==> src/design/cbnt_pkg.sv <==
// Shared types, operation codes, register map and reset values for the channel busy tracker.
package cbnt_pkg;

  localparam int unsigned OP_W       = 3;
  localparam int unsigned DUR_W      = 16;
  localparam int unsigned ADDR48_W   = 48;
  localparam int unsigned RSS_W      = 16;
  localparam int unsigned CNT_W      = 32;
  localparam int unsigned APB_ADDR_W = 5;
  localparam int unsigned APB_DATA_W = 32;
  localparam int unsigned REG_IDX_W  = 3;

  typedef logic [OP_W-1:0]       op_t;
  typedef logic [REG_IDX_W-1:0]  reg_idx_t;

  // Event codes.
  localparam op_t OP_TICK       = 3'd0;
  localparam op_t OP_TX_START   = 3'd1;
  localparam op_t OP_TX_END     = 3'd2;
  localparam op_t OP_RX_START   = 3'd3;
  localparam op_t OP_RX_END     = 3'd4;
  localparam op_t OP_FRAME_RX   = 3'd5;
  localparam op_t OP_RSS_CHANGE = 3'd6;

  // Register indexes; register i sits at byte address 4*i.
  localparam reg_idx_t REG_EN_OWN_TX   = 3'd0;
  localparam reg_idx_t REG_EN_OWN_RX   = 3'd1;
  localparam reg_idx_t REG_EN_CS       = 3'd2;
  localparam reg_idx_t REG_EN_NAV      = 3'd3;
  localparam reg_idx_t REG_THRESHOLD   = 3'd4;
  localparam reg_idx_t REG_SHORT_GAP   = 3'd5;
  localparam reg_idx_t REG_PERIOD      = 3'd6;

  localparam logic signed [RSS_W-1:0] THRESHOLD_RST = -16'sd328;
  localparam logic [DUR_W-1:0]        SHORT_GAP_RST = 16'd10;
  localparam logic [CNT_W-1:0]        PERIOD_RST    = 32'd1000000;
  localparam logic signed [RSS_W-1:0] RSS_RST       = 16'sh8000;

endpackage

==> src/design/channel_busy_nav_tracker.sv <==
// Channel busy tracker with NAV countdown and busy-tick accounting per period.
//
//  Channel | Ports                              | Direction | Transaction
//  --------+------------------------------------+-----------+------------------------------
//  in      | in_valid/in_ready, in_<field>      | input     | one MAC event
//  out     | out_valid/out_ready, out_<field>   | output    | one result per event
//  cfg     | psel/penable/pwrite/paddr/pwdata.. | APB       | register write or read
//
// Each event is processed in the cycle it is accepted; its result appears in the output register
// in the next cycle, and one event per cycle is sustained while out_ready stays high.
// in_ready is high whenever the output register is empty or being drained this cycle.
// A stall on out_ready holds the result and back-pressures the input after one item.
// Reset (rst_n low, synchronous) restores register defaults and resets all tracking state.
module channel_busy_nav_tracker (
  input  logic                                   clk,
  input  logic                                   rst_n,
  // event channel
  input  logic                                   in_valid,
  output logic                                   in_ready,
  input  logic [cbnt_pkg::OP_W-1:0]              in_operation,
  input  logic [cbnt_pkg::DUR_W-1:0]             in_duration,
  input  logic                                   in_has_payload,
  input  logic                                   in_ack_for_me,
  input  logic [cbnt_pkg::ADDR48_W-1:0]          in_sender_address,
  input  logic signed [cbnt_pkg::RSS_W-1:0]      in_signal_strength,
  // result channel
  output logic                                   out_valid,
  input  logic                                   out_ready,
  output logic                                   out_channel_busy,
  output logic                                   out_state_changed,
  output logic                                   out_nav_started,
  output logic                                   out_nav_ended,
  output logic [cbnt_pkg::ADDR48_W-1:0]          out_nav_owner,
  output logic                                   out_period_done,
  output logic [cbnt_pkg::CNT_W-1:0]             out_busy_count,
  // configuration port
  input  logic                                   psel,
  input  logic                                   penable,
  input  logic                                   pwrite,
  input  logic [cbnt_pkg::APB_ADDR_W-1:0]        paddr,
  input  logic [cbnt_pkg::APB_DATA_W-1:0]        pwdata,
  output logic [cbnt_pkg::APB_DATA_W-1:0]        prdata,
  output logic                                   pready
);

  // Configuration registers
  logic                                   en_own_tx_r, en_own_rx_r, en_cs_r, en_nav_r;
  logic signed [cbnt_pkg::RSS_W-1:0]      threshold_r;
  logic [cbnt_pkg::DUR_W-1:0]             short_gap_r;
  logic [cbnt_pkg::CNT_W-1:0]             period_r;

  // Tracking state
  logic                                   tx_active_r, tx_active_nxt;
  logic                                   rx_active_r, rx_active_nxt;
  logic signed [cbnt_pkg::RSS_W-1:0]      strength_r, strength_nxt;
  logic [cbnt_pkg::DUR_W-1:0]             nav_r, nav_nxt;
  logic                                   awaiting_r, awaiting_nxt;
  logic                                   prior_busy_r;
  logic [cbnt_pkg::CNT_W-1:0]             elapsed_r, elapsed_nxt;
  logic [cbnt_pkg::CNT_W-1:0]             busy_ticks_r, busy_ticks_nxt;

  // Output register
  logic                                   out_valid_r;
  logic                                   busy_r, changed_r, nav_started_r, nav_ended_r;
  logic [cbnt_pkg::ADDR48_W-1:0]          owner_r;
  logic                                   period_done_r;
  logic [cbnt_pkg::CNT_W-1:0]             count_r;

  logic                                   busy_nxt, nav_started_nxt, nav_ended_nxt;
  logic                                   period_done_nxt;
  logic [cbnt_pkg::ADDR48_W-1:0]          owner_nxt;
  logic [cbnt_pkg::CNT_W-1:0]             count_nxt;
  logic [cbnt_pkg::CNT_W-1:0]             limit;
  logic [cbnt_pkg::CNT_W-1:0]             elapsed_inc;
  logic [cbnt_pkg::CNT_W-1:0]             busy_inc;

  logic                                   in_fire;
  logic                                   cfg_wr;
  cbnt_pkg::reg_idx_t                     cfg_idx;

  assign in_ready = ~out_valid_r | out_ready;
  assign in_fire  = in_valid & in_ready;

  // ---------------------------------------------------------------------------
  // Configuration port
  // ---------------------------------------------------------------------------
  assign pready  = 1'b1;
  assign cfg_wr  = psel & penable & pwrite;
  assign cfg_idx = paddr[cbnt_pkg::APB_ADDR_W-1:2];

  always_ff @(posedge clk) begin
    if (!rst_n) begin
      en_own_tx_r <= 1'b1;
      en_own_rx_r <= 1'b1;
      en_cs_r     <= 1'b1;
      en_nav_r    <= 1'b1;
      threshold_r <= cbnt_pkg::THRESHOLD_RST;
      short_gap_r <= cbnt_pkg::SHORT_GAP_RST;
      period_r    <= cbnt_pkg::PERIOD_RST;
    end else if (cfg_wr) begin
      case (cfg_idx)
        cbnt_pkg::REG_EN_OWN_TX: en_own_tx_r <= pwdata[0];
        cbnt_pkg::REG_EN_OWN_RX: en_own_rx_r <= pwdata[0];
        cbnt_pkg::REG_EN_CS:     en_cs_r     <= pwdata[0];
        cbnt_pkg::REG_EN_NAV:    en_nav_r    <= pwdata[0];
        cbnt_pkg::REG_THRESHOLD: threshold_r <= signed'(pwdata[cbnt_pkg::RSS_W-1:0]);
        cbnt_pkg::REG_SHORT_GAP: short_gap_r <= pwdata[cbnt_pkg::DUR_W-1:0];
        cbnt_pkg::REG_PERIOD:    period_r    <= pwdata[cbnt_pkg::CNT_W-1:0];
        default: ;
      endcase
    end
  end

  always_comb begin
    case (cfg_idx)
      cbnt_pkg::REG_EN_OWN_TX: prdata = {31'd0, en_own_tx_r};
      cbnt_pkg::REG_EN_OWN_RX: prdata = {31'd0, en_own_rx_r};
      cbnt_pkg::REG_EN_CS:     prdata = {31'd0, en_cs_r};
      cbnt_pkg::REG_EN_NAV:    prdata = {31'd0, en_nav_r};
      cbnt_pkg::REG_THRESHOLD: prdata = {16'd0, threshold_r};
      cbnt_pkg::REG_SHORT_GAP: prdata = {16'd0, short_gap_r};
      cbnt_pkg::REG_PERIOD:    prdata = period_r;
      default:                 prdata = '0;
    endcase
  end

  // ---------------------------------------------------------------------------
  // Event processing
  // ---------------------------------------------------------------------------
  assign limit       = (period_r == '0) ? 32'd1 : period_r;
  assign elapsed_inc = elapsed_r + 32'd1;
  assign busy_inc    = (prior_busy_r && busy_ticks_r != '1) ? busy_ticks_r + 32'd1
                                                            : busy_ticks_r;

  always_comb begin
    tx_active_nxt   = tx_active_r;
    rx_active_nxt   = rx_active_r;
    strength_nxt    = strength_r;
    nav_nxt         = nav_r;
    awaiting_nxt    = awaiting_r;
    elapsed_nxt     = elapsed_r;
    busy_ticks_nxt  = busy_ticks_r;
    nav_started_nxt = 1'b0;
    nav_ended_nxt   = 1'b0;
    owner_nxt       = '0;
    period_done_nxt = 1'b0;
    count_nxt       = '0;

    case (in_operation)
      cbnt_pkg::OP_TICK: begin
        busy_ticks_nxt = busy_inc;
        if (nav_r != '0) begin
          nav_nxt = nav_r - 16'd1;
          if (nav_r == 16'd1) begin
            nav_ended_nxt = 1'b1;
            awaiting_nxt  = 1'b0;
          end
        end
        elapsed_nxt = elapsed_inc;
        if (elapsed_inc >= limit) begin
          period_done_nxt = 1'b1;
          count_nxt       = busy_inc;
          busy_ticks_nxt  = '0;
          elapsed_nxt     = '0;
        end
      end
      cbnt_pkg::OP_TX_START: tx_active_nxt = 1'b1;
      cbnt_pkg::OP_TX_END: begin
        tx_active_nxt = 1'b0;
        // Own NAV: covers the expected reply, never signalled as started.
        if (in_duration > short_gap_r && in_has_payload && in_duration > nav_r) begin
          nav_nxt      = in_duration;
          awaiting_nxt = 1'b1;
        end
      end
      cbnt_pkg::OP_RX_START: rx_active_nxt = 1'b1;
      cbnt_pkg::OP_RX_END:   rx_active_nxt = 1'b0;
      cbnt_pkg::OP_FRAME_RX: begin
        if (in_ack_for_me) begin
          if (awaiting_r) begin
            nav_nxt      = '0;
            awaiting_nxt = 1'b0;
          end
        end else if (in_duration >= short_gap_r && in_duration > nav_r) begin
          nav_nxt         = in_duration;
          nav_started_nxt = 1'b1;
          owner_nxt       = in_sender_address;
        end
      end
      cbnt_pkg::OP_RSS_CHANGE: begin
        if (en_cs_r) strength_nxt = in_signal_strength;
      end
      default: ;
    endcase
  end

  assign busy_nxt = (en_own_tx_r & tx_active_nxt) |
                    (en_own_rx_r & rx_active_nxt) |
                    (en_cs_r & (strength_nxt > threshold_r)) |
                    (en_nav_r & (nav_nxt != '0));

  always_ff @(posedge clk) begin
    if (!rst_n) begin
      tx_active_r  <= 1'b0;
      rx_active_r  <= 1'b0;
      strength_r   <= cbnt_pkg::RSS_RST;
      nav_r        <= '0;
      awaiting_r   <= 1'b0;
      prior_busy_r <= 1'b0;
      elapsed_r    <= '0;
      busy_ticks_r <= '0;
    end else if (in_fire) begin
      tx_active_r  <= tx_active_nxt;
      rx_active_r  <= rx_active_nxt;
      strength_r   <= strength_nxt;
      nav_r        <= nav_nxt;
      awaiting_r   <= awaiting_nxt;
      prior_busy_r <= busy_nxt;
      elapsed_r    <= elapsed_nxt;
      busy_ticks_r <= busy_ticks_nxt;
    end
  end

  // ---------------------------------------------------------------------------
  // Output register
  // ---------------------------------------------------------------------------
  always_ff @(posedge clk) begin
    if (!rst_n) begin
      out_valid_r <= 1'b0;
    end else if (in_fire) begin
      out_valid_r <= 1'b1;
    end else if (out_ready) begin
      out_valid_r <= 1'b0;
    end
  end

  always_ff @(posedge clk) begin
    if (in_fire) begin
      busy_r        <= busy_nxt;
      changed_r     <= busy_nxt ^ prior_busy_r;
      nav_started_r <= nav_started_nxt;
      nav_ended_r   <= nav_ended_nxt;
      owner_r       <= owner_nxt;
      period_done_r <= period_done_nxt;
      count_r       <= count_nxt;
    end
  end

  assign out_valid         = out_valid_r;
  assign out_channel_busy  = busy_r;
  assign out_state_changed = changed_r;
  assign out_nav_started   = nav_started_r;
  assign out_nav_ended     = nav_ended_r;
  assign out_nav_owner     = owner_r;
  assign out_period_done   = period_done_r;
  assign out_busy_count    = count_r;

`ifndef SYNTHESIS
  // Waiting for a reply always comes with a running NAV.
  a_await_nav: assert property (@(posedge clk) disable iff (!rst_n)
    awaiting_r |-> nav_r != '0)
    else $error("awaiting reply without a running NAV");

  // Busy ticks can never outnumber elapsed ticks within a period.
  a_busy_le_elapsed: assert property (@(posedge clk) disable iff (!rst_n)
    busy_ticks_r <= elapsed_r)
    else $error("busy tick count exceeds elapsed ticks");

  // The held result carries the channel state that the tracker last recorded.
  a_out_matches_state: assert property (@(posedge clk) disable iff (!rst_n)
    out_valid_r |-> busy_r == prior_busy_r)
    else $error("result channel state differs from tracked state");

  // A NAV that ends on a tick leaves the countdown at zero.
  a_nav_end_zero: assert property (@(posedge clk) disable iff (!rst_n)
    (in_fire && nav_ended_nxt) |=> nav_r == '0 && !awaiting_r)
    else $error("NAV end reported with NAV still running");

  // The owner field is only filled when a received frame raised the NAV.
  a_owner_zero: assert property (@(posedge clk) disable iff (!rst_n)
    (out_valid_r && !nav_started_r) |-> owner_r == '0)
    else $error("NAV owner set without NAV start");
`endif

endmodule
==> config.mk <==
export PLATFORM = sky130hd
export DESIGN_NAME = channel_busy_nav_tracker
export DESIGN_NICKNAME = d
export VERILOG_FILES = /design/src/design/cbnt_pkg.sv /design/src/design/channel_busy_nav_tracker.sv
export SDC_FILE = /design/constraint.sdc
export NUM_CORES = 1
export LEC_CHECK = 0
export BUFFER_PORTS_ARGS = -buffer_cell sky130_fd_sc_hd__buf_2
export CORE_MARGIN = 10
export CORE_UTILIZATION = 50
export DETAILED_ROUTE_END_ITERATION = 16
export GPL_TIMING_DRIVEN = 1
export PLACE_DENSITY = 0.72
export SLEW_MARGIN = 20
export SYNTH_ARGS = -nofsm -noshare
export SYNTH_HDL_FRONTEND = slang
export SYNTH_SLANG_ARGS = --single-unit
==> constraint.sdc <==
create_clock -name clk -period 5.7 [get_ports clk]
set_clock_uncertainty 0.1 [all_clocks]
set_input_delay 1.14 -clock clk [delete_from_list [all_inputs] [get_ports clk]]
set_output_delay 1.14 -clock clk [all_outputs]
set_load 0.01 [all_outputs]
### Word-level counts from Yosys, hierarchy flattened

Index checks and enable logic that the tools add are counted.

| storage, ports and cells | value |
|---|---|
| register bits | 254 |
| output and inout bits | 120 |

| cells by class | value |
|---|---|
| $add $sub $neg | 3 |
| $lt $le $gt $ge | 5 |
| equality and inequality tests | 18 |
| mux-type cells | 25 |
| bitwise gates (word level) | 15 |
| reduce and logical (&&, ||, !) cells | 24 |

Operators with widths:

| cell | number |
|---|---|
| 32-bit one-hot mux with 7 select lines | 1 |
| 32-bit 2-to-1 mux | 4 |
| 16-bit 2-to-1 mux | 7 |
| 32-bit by 1-bit adder with 32-bit output, second input constant | 2 |
| 16-bit greater-than comparator | 3 |
| 16-bit one-hot mux with 3 select lines | 1 |
| 32-bit >= comparator | 1 |
| 32-bit zero test | 1 |
| 32-bit != test, second input constant | 1 |
| 16-bit nonzero test | 2 |
| 2-bit AND reduction | 10 |
| 3-bit == test, second input constant | 6 |
| 16-bit by 1-bit == test with 1-bit output, second input constant | 1 |
| 16-bit >= comparator | 1 |
| 16-bit by 1-bit subtractor with 16-bit output, second input constant | 1 |
| 3-bit by 2-bit == test with 1-bit output, second input constant | 4 |
| 1-bit 2-to-1 mux | 9 |
| 2-bit != test, second input constant | 4 |
| 1-bit bitwise AND | 7 |
| 3-bit by 1-bit == test with 1-bit output, second input constant | 2 |
| 3-bit zero test | 2 |
| 6-bit AND reduction | 1 |
| 1-bit logical AND | 4 |
| 1-bit OR | 4 |
| 8 further kinds | 11 |

### Depth between registers and ports, before layout

| depth | value |
|---|---|
| depth after elaboration | 9 |
| gate-level depth with buffers | 23 |
| depth with buffers taken out | 21 |

### Worst setup path before layout

No wires, ideal clock.

| path | value |
|---|---|
| path type | input to register |
| from | input port out_ready |
| to | register count_r, in the netlist out_busy_count[0] (enable) |
| arrival time | 4.157 ns |
| data required time | 5.118 ns |
| path slack | 0.961 ns |
| cell stages on the path | 4 |
| cell sequence | nand2b_1 > nand2_1 > inv_1 > buf_1 |

| between the ends | value |
|---|---|
| word-level cells in the longest chain between the ends | 2 |

RTL lines:

| what | RTL line | RTL |
|---|---|---|
| from (decl) | channel_busy_nav_tracker.sv:28 | `input logic out_ready,` |
| 1-bit OR | channel_busy_nav_tracker.sv:81 | `assign in_ready = ~out_valid_r \| out_ready;` |
| 1-bit bitwise AND | channel_busy_nav_tracker.sv:82 | `assign in_fire = in_valid & in_ready;` |
| via in_fire | channel_busy_nav_tracker.sv:77 | `logic in_fire;` |
| to (signal assigned) | channel_busy_nav_tracker.sv:245 | `count_r <= count_nxt;` |
| to (decl) | channel_busy_nav_tracker.sv:67 | `logic [cbnt_pkg::CNT_W-1:0] count_r;` |

The timed path passes the listed nets, and every way through them passes these cells.
A chain may end at the register's enable or synchronous reset.

### Worst setup path in the final report

| path | value |
|---|---|
| from | register elapsed_r[2] in the netlist's numbering |
| to | register busy_ticks_r[22] in the netlist's numbering |

| between the ends | value |
|---|---|
| word-level cells in the longest chain between the ends | 3 |

RTL lines:

| what | RTL line | RTL |
|---|---|---|
| from (decl) | channel_busy_nav_tracker.sv:59 | `logic [cbnt_pkg::CNT_W-1:0] elapsed_r, elapsed_nxt;` |
| from (signal assigned) | channel_busy_nav_tracker.sv:219 | `elapsed_r <= elapsed_nxt;` |
| 32-bit by 1-bit adder with 32-bit output | channel_busy_nav_tracker.sv:131 | `assign elapsed_inc = elapsed_r + 32'd1;` |
| 32-bit >= comparator | channel_busy_nav_tracker.sv:160 | `if (elapsed_inc >= limit) begin` |
| 32-bit 2-to-1 mux | channel_busy_nav_tracker.sv:160 |  |
| to (signal assigned) | channel_busy_nav_tracker.sv:220 | `busy_ticks_r <= busy_ticks_nxt;` |
| to (decl) | channel_busy_nav_tracker.sv:60 | `logic [cbnt_pkg::CNT_W-1:0] busy_ticks_r, busy_ticks_nxt;` |

No other way between the ends.

==> out/results.ini <==
[run_status]
status = finished clean

[layout]
final_nets = 2082
post-route-util_pct = 60.2
layout_common_cells = buf_2 (245), nand2_1 (236), dfxtp_1 (169), nor2_1 (139), a21oi_1 (129)
layout-drive-gt1-share_pct = 18.7
final_common_cell = buf_2
stdcell_area_um2 = 16800
fill_cells = 2473
diodes = 0
syn2layout_area_growth_pct = 18.1

[worst_setup_path]
worst_setup_path_end_kind = register
required_ns = 6.07
start_kind = register
crit_arrival_ns = 5.64
path_class = reg -> reg
critPathMaxFanout = 20

[timing]
hold-worst-slack_ns = 0.373
hold_viol = 0
worst_slew_pin_slew_ns = 0.956
finalCriticalPeriod_ns = 5.28
finalCritPeriodShare_pct = 92.6
finalSetupViolCount = 0
rsz0062_at_grt = no
drv_slew = 0
timing.fmax_ghz = 0.190
tns_ns = 0
max-slew-margin-rel_pct = 36.3

[clock_tree]
clk_latency_ns = 0.54
cts_tree = yes
cts_made_buffers = 28
cts-htree-levels = 1
root_buffer = clkbuf_16
clkSinkCount = 254
clkTransAtPathRegs_ns = 0.06
clk_path_buf_depth = 3
holdBufCountCts = 0

[grt]
antenna_found_initial = 0
grt_usage_pct = 22.5
grt_remaining_overflow = 0
grt_max_degree = 76
grt_pass1_wl_um = 67200
grt_pass1_vias = 12600

[flow_run]
maxCapViolCount = 0

[die]
io-pin-count = 249
start_util_pct = 51.0
rows = 61
die-area_um2 = 35600
fp.dieH_um = 189
die_width_um = 189
coreArea_um2 = 27900

[routing]
viasPerCell = 5.72
vias = 13000
drc = 0
drt_first_pass_iters = 10
wirelength_um = 41900
ant_nets = 0
drt-wirelength-per-cell_um = 18.5
drt_iter0_drc = 1139

[synthesis]
synth_area_leaders = dfxtp_1 (24%), edfxtp_1 (18%), ha_1 (7.5%)
syn_area_um2 = 14200
synth_nets = 1871
synthDominantCellAreaShare_pct = 23.8
ys.warnings.count = 0
synth.avg_cell_area_um2 = 8.60
yosys.area.top_type = dfxtp_1
ys_seq_area_share_pct = 41.7
ys_ff_latch = 254
ys_async_sr_fraction_pct = 0
ys.flop_type = dfxtp_1
postSynthCellCount = 1657
synth_cell_types = 69
synth-edff-count = 85

[hold_path]
hp-class = reg -> reg

[power]
power_density_nw_per_um2 = 265
vdd_drop_max_uv = 223
p_leak_uw = 0.00685

[place]
io_buffer_count = 245
routabilityCongestion = 0.972
dpl.hpwl_um = 30900
place_area_um2 = 15800

[state kept, by name, indices dropped and copies added, names as in the netlist, 16 cells and up]
| register | cells |
|---|---|
| busy_ticks_r | 32 |
| elapsed_r | 32 |
| nav_r | 16 |
| out_busy_count | 32 |
| out_nav_owner | 48 |
| period_r | 32 |
| short_gap_r | 16 |
| strength_r | 16 |
| threshold_r | 16 |
[metal layers]
layer / vias to the layer above / global-route usage (%) / wire length (µm)
met4: 0 / 6.17 / 1080
met3: 74 / 4.86 / 3410
met5: - / 0 / 0
li1: 6308 / - / -
met2: 544 / 35.8 / 18800
met1: 6040 / 30.3 / 18500
[critical path, cell delays in order, from the launching register on]
cell and delay [ns]:
dfxtp_1 0.44, and3_1 0.25, and3_1 0.22, nand3_1 0.17, nor2_1 0.26, nand3_1 0.24, nor2_1 0.24, nand2_1 0.21
nor2_1 0.16, xor2_1 0.24, ha_1 0.29, a21o_1 0.16, a21o_1 0.17, a21o_1 0.17, a21o_1 0.17, a21o_1 0.17
a21o_1 0.17, a21o_1 0.22, a31oi_4 0.24, nand2_1 0.10, buf_4 0.23, or4_1 0.48, o21ai_0 0.09
[layout make-up]
cell class	count	area, µm²	share of cell area (%)
inverters	94	357	2.12
multi-input cells	1224	7660	45.5
well taps	378	473	2.81
clock buffers	36	792	4.71
flip-flops and latches	254	5940	35.3
repair buffers	266	1400	8.30
clock inverters	16	211	1.26
[cell families after synthesis]
family / Yosys count / synth area share [%]
fa+ha+maj: 85 / 7.47
flops: 254 / 41.7
mux: 41 / 3.12
simple gates: 685 / 23.2
xor+xnor: 65 / 4.00
compound gates: 347 / 15.7
buf+inv: 179 / 4.80
other cells: 1 / 0.0263
[Yosys cell counts (28+ instances only)]
| cell | count |
|---|---|
| nand3_1 | 60 |
| inv_1 | 94 |
| nand4_1 | 28 |
| a21oi_1 | 129 |
| nor3_1 | 28 |
| nor2_1 | 140 |
| and2_1 | 70 |
| xnor2_1 | 36 |
| ha_1 | 85 |
| clkbuf_1 | 78 |
| dfxtp_1 | 169 |
| nand2_1 | 236 |
| edfxtp_1 | 85 |
| xor2_1 | 29 |
| o21ai_0 | 71 |
[power by group]
group	total [µW]	internal [µW]	leakage, µW	switching (µW)
Combinational	545	204	0.00415	341
Clock	1950	1200	0.000485	741
Sequential	1960	1930	0.00221	33.2
[final timing paths]
check,slack (ns),start,endpoint,cells after the start
max reg2reg,0.42,elapsed_r[2],busy_ticks_r[22],22
min reg2reg,0.37,elapsed_r[30],elapsed_r[30],1
min,0.37,elapsed_r[30],elapsed_r[30],1
max,0.42,elapsed_r[2],busy_ticks_r[22],22
[stage by stage]
stage                     std cells  total power, µW  setup WS (ns)
after floorplan                1657             2330          0.961
after global placement         2216             2530          0.408
after detailed placement       2216             2540          0.347
after CTS                      2268             4490          0.287
after global routing           2268             4640         0.0205
final                          2268             4450          0.423
[timing repair]
action                                  in CTS  in global routing
endpoints found under the setup margin       0                 27
endpoints found under the hold margin        0                  0
setup buffers                                0                  0
gates resized for setup                      0                  2
Power figures use the tool's default switching activity.
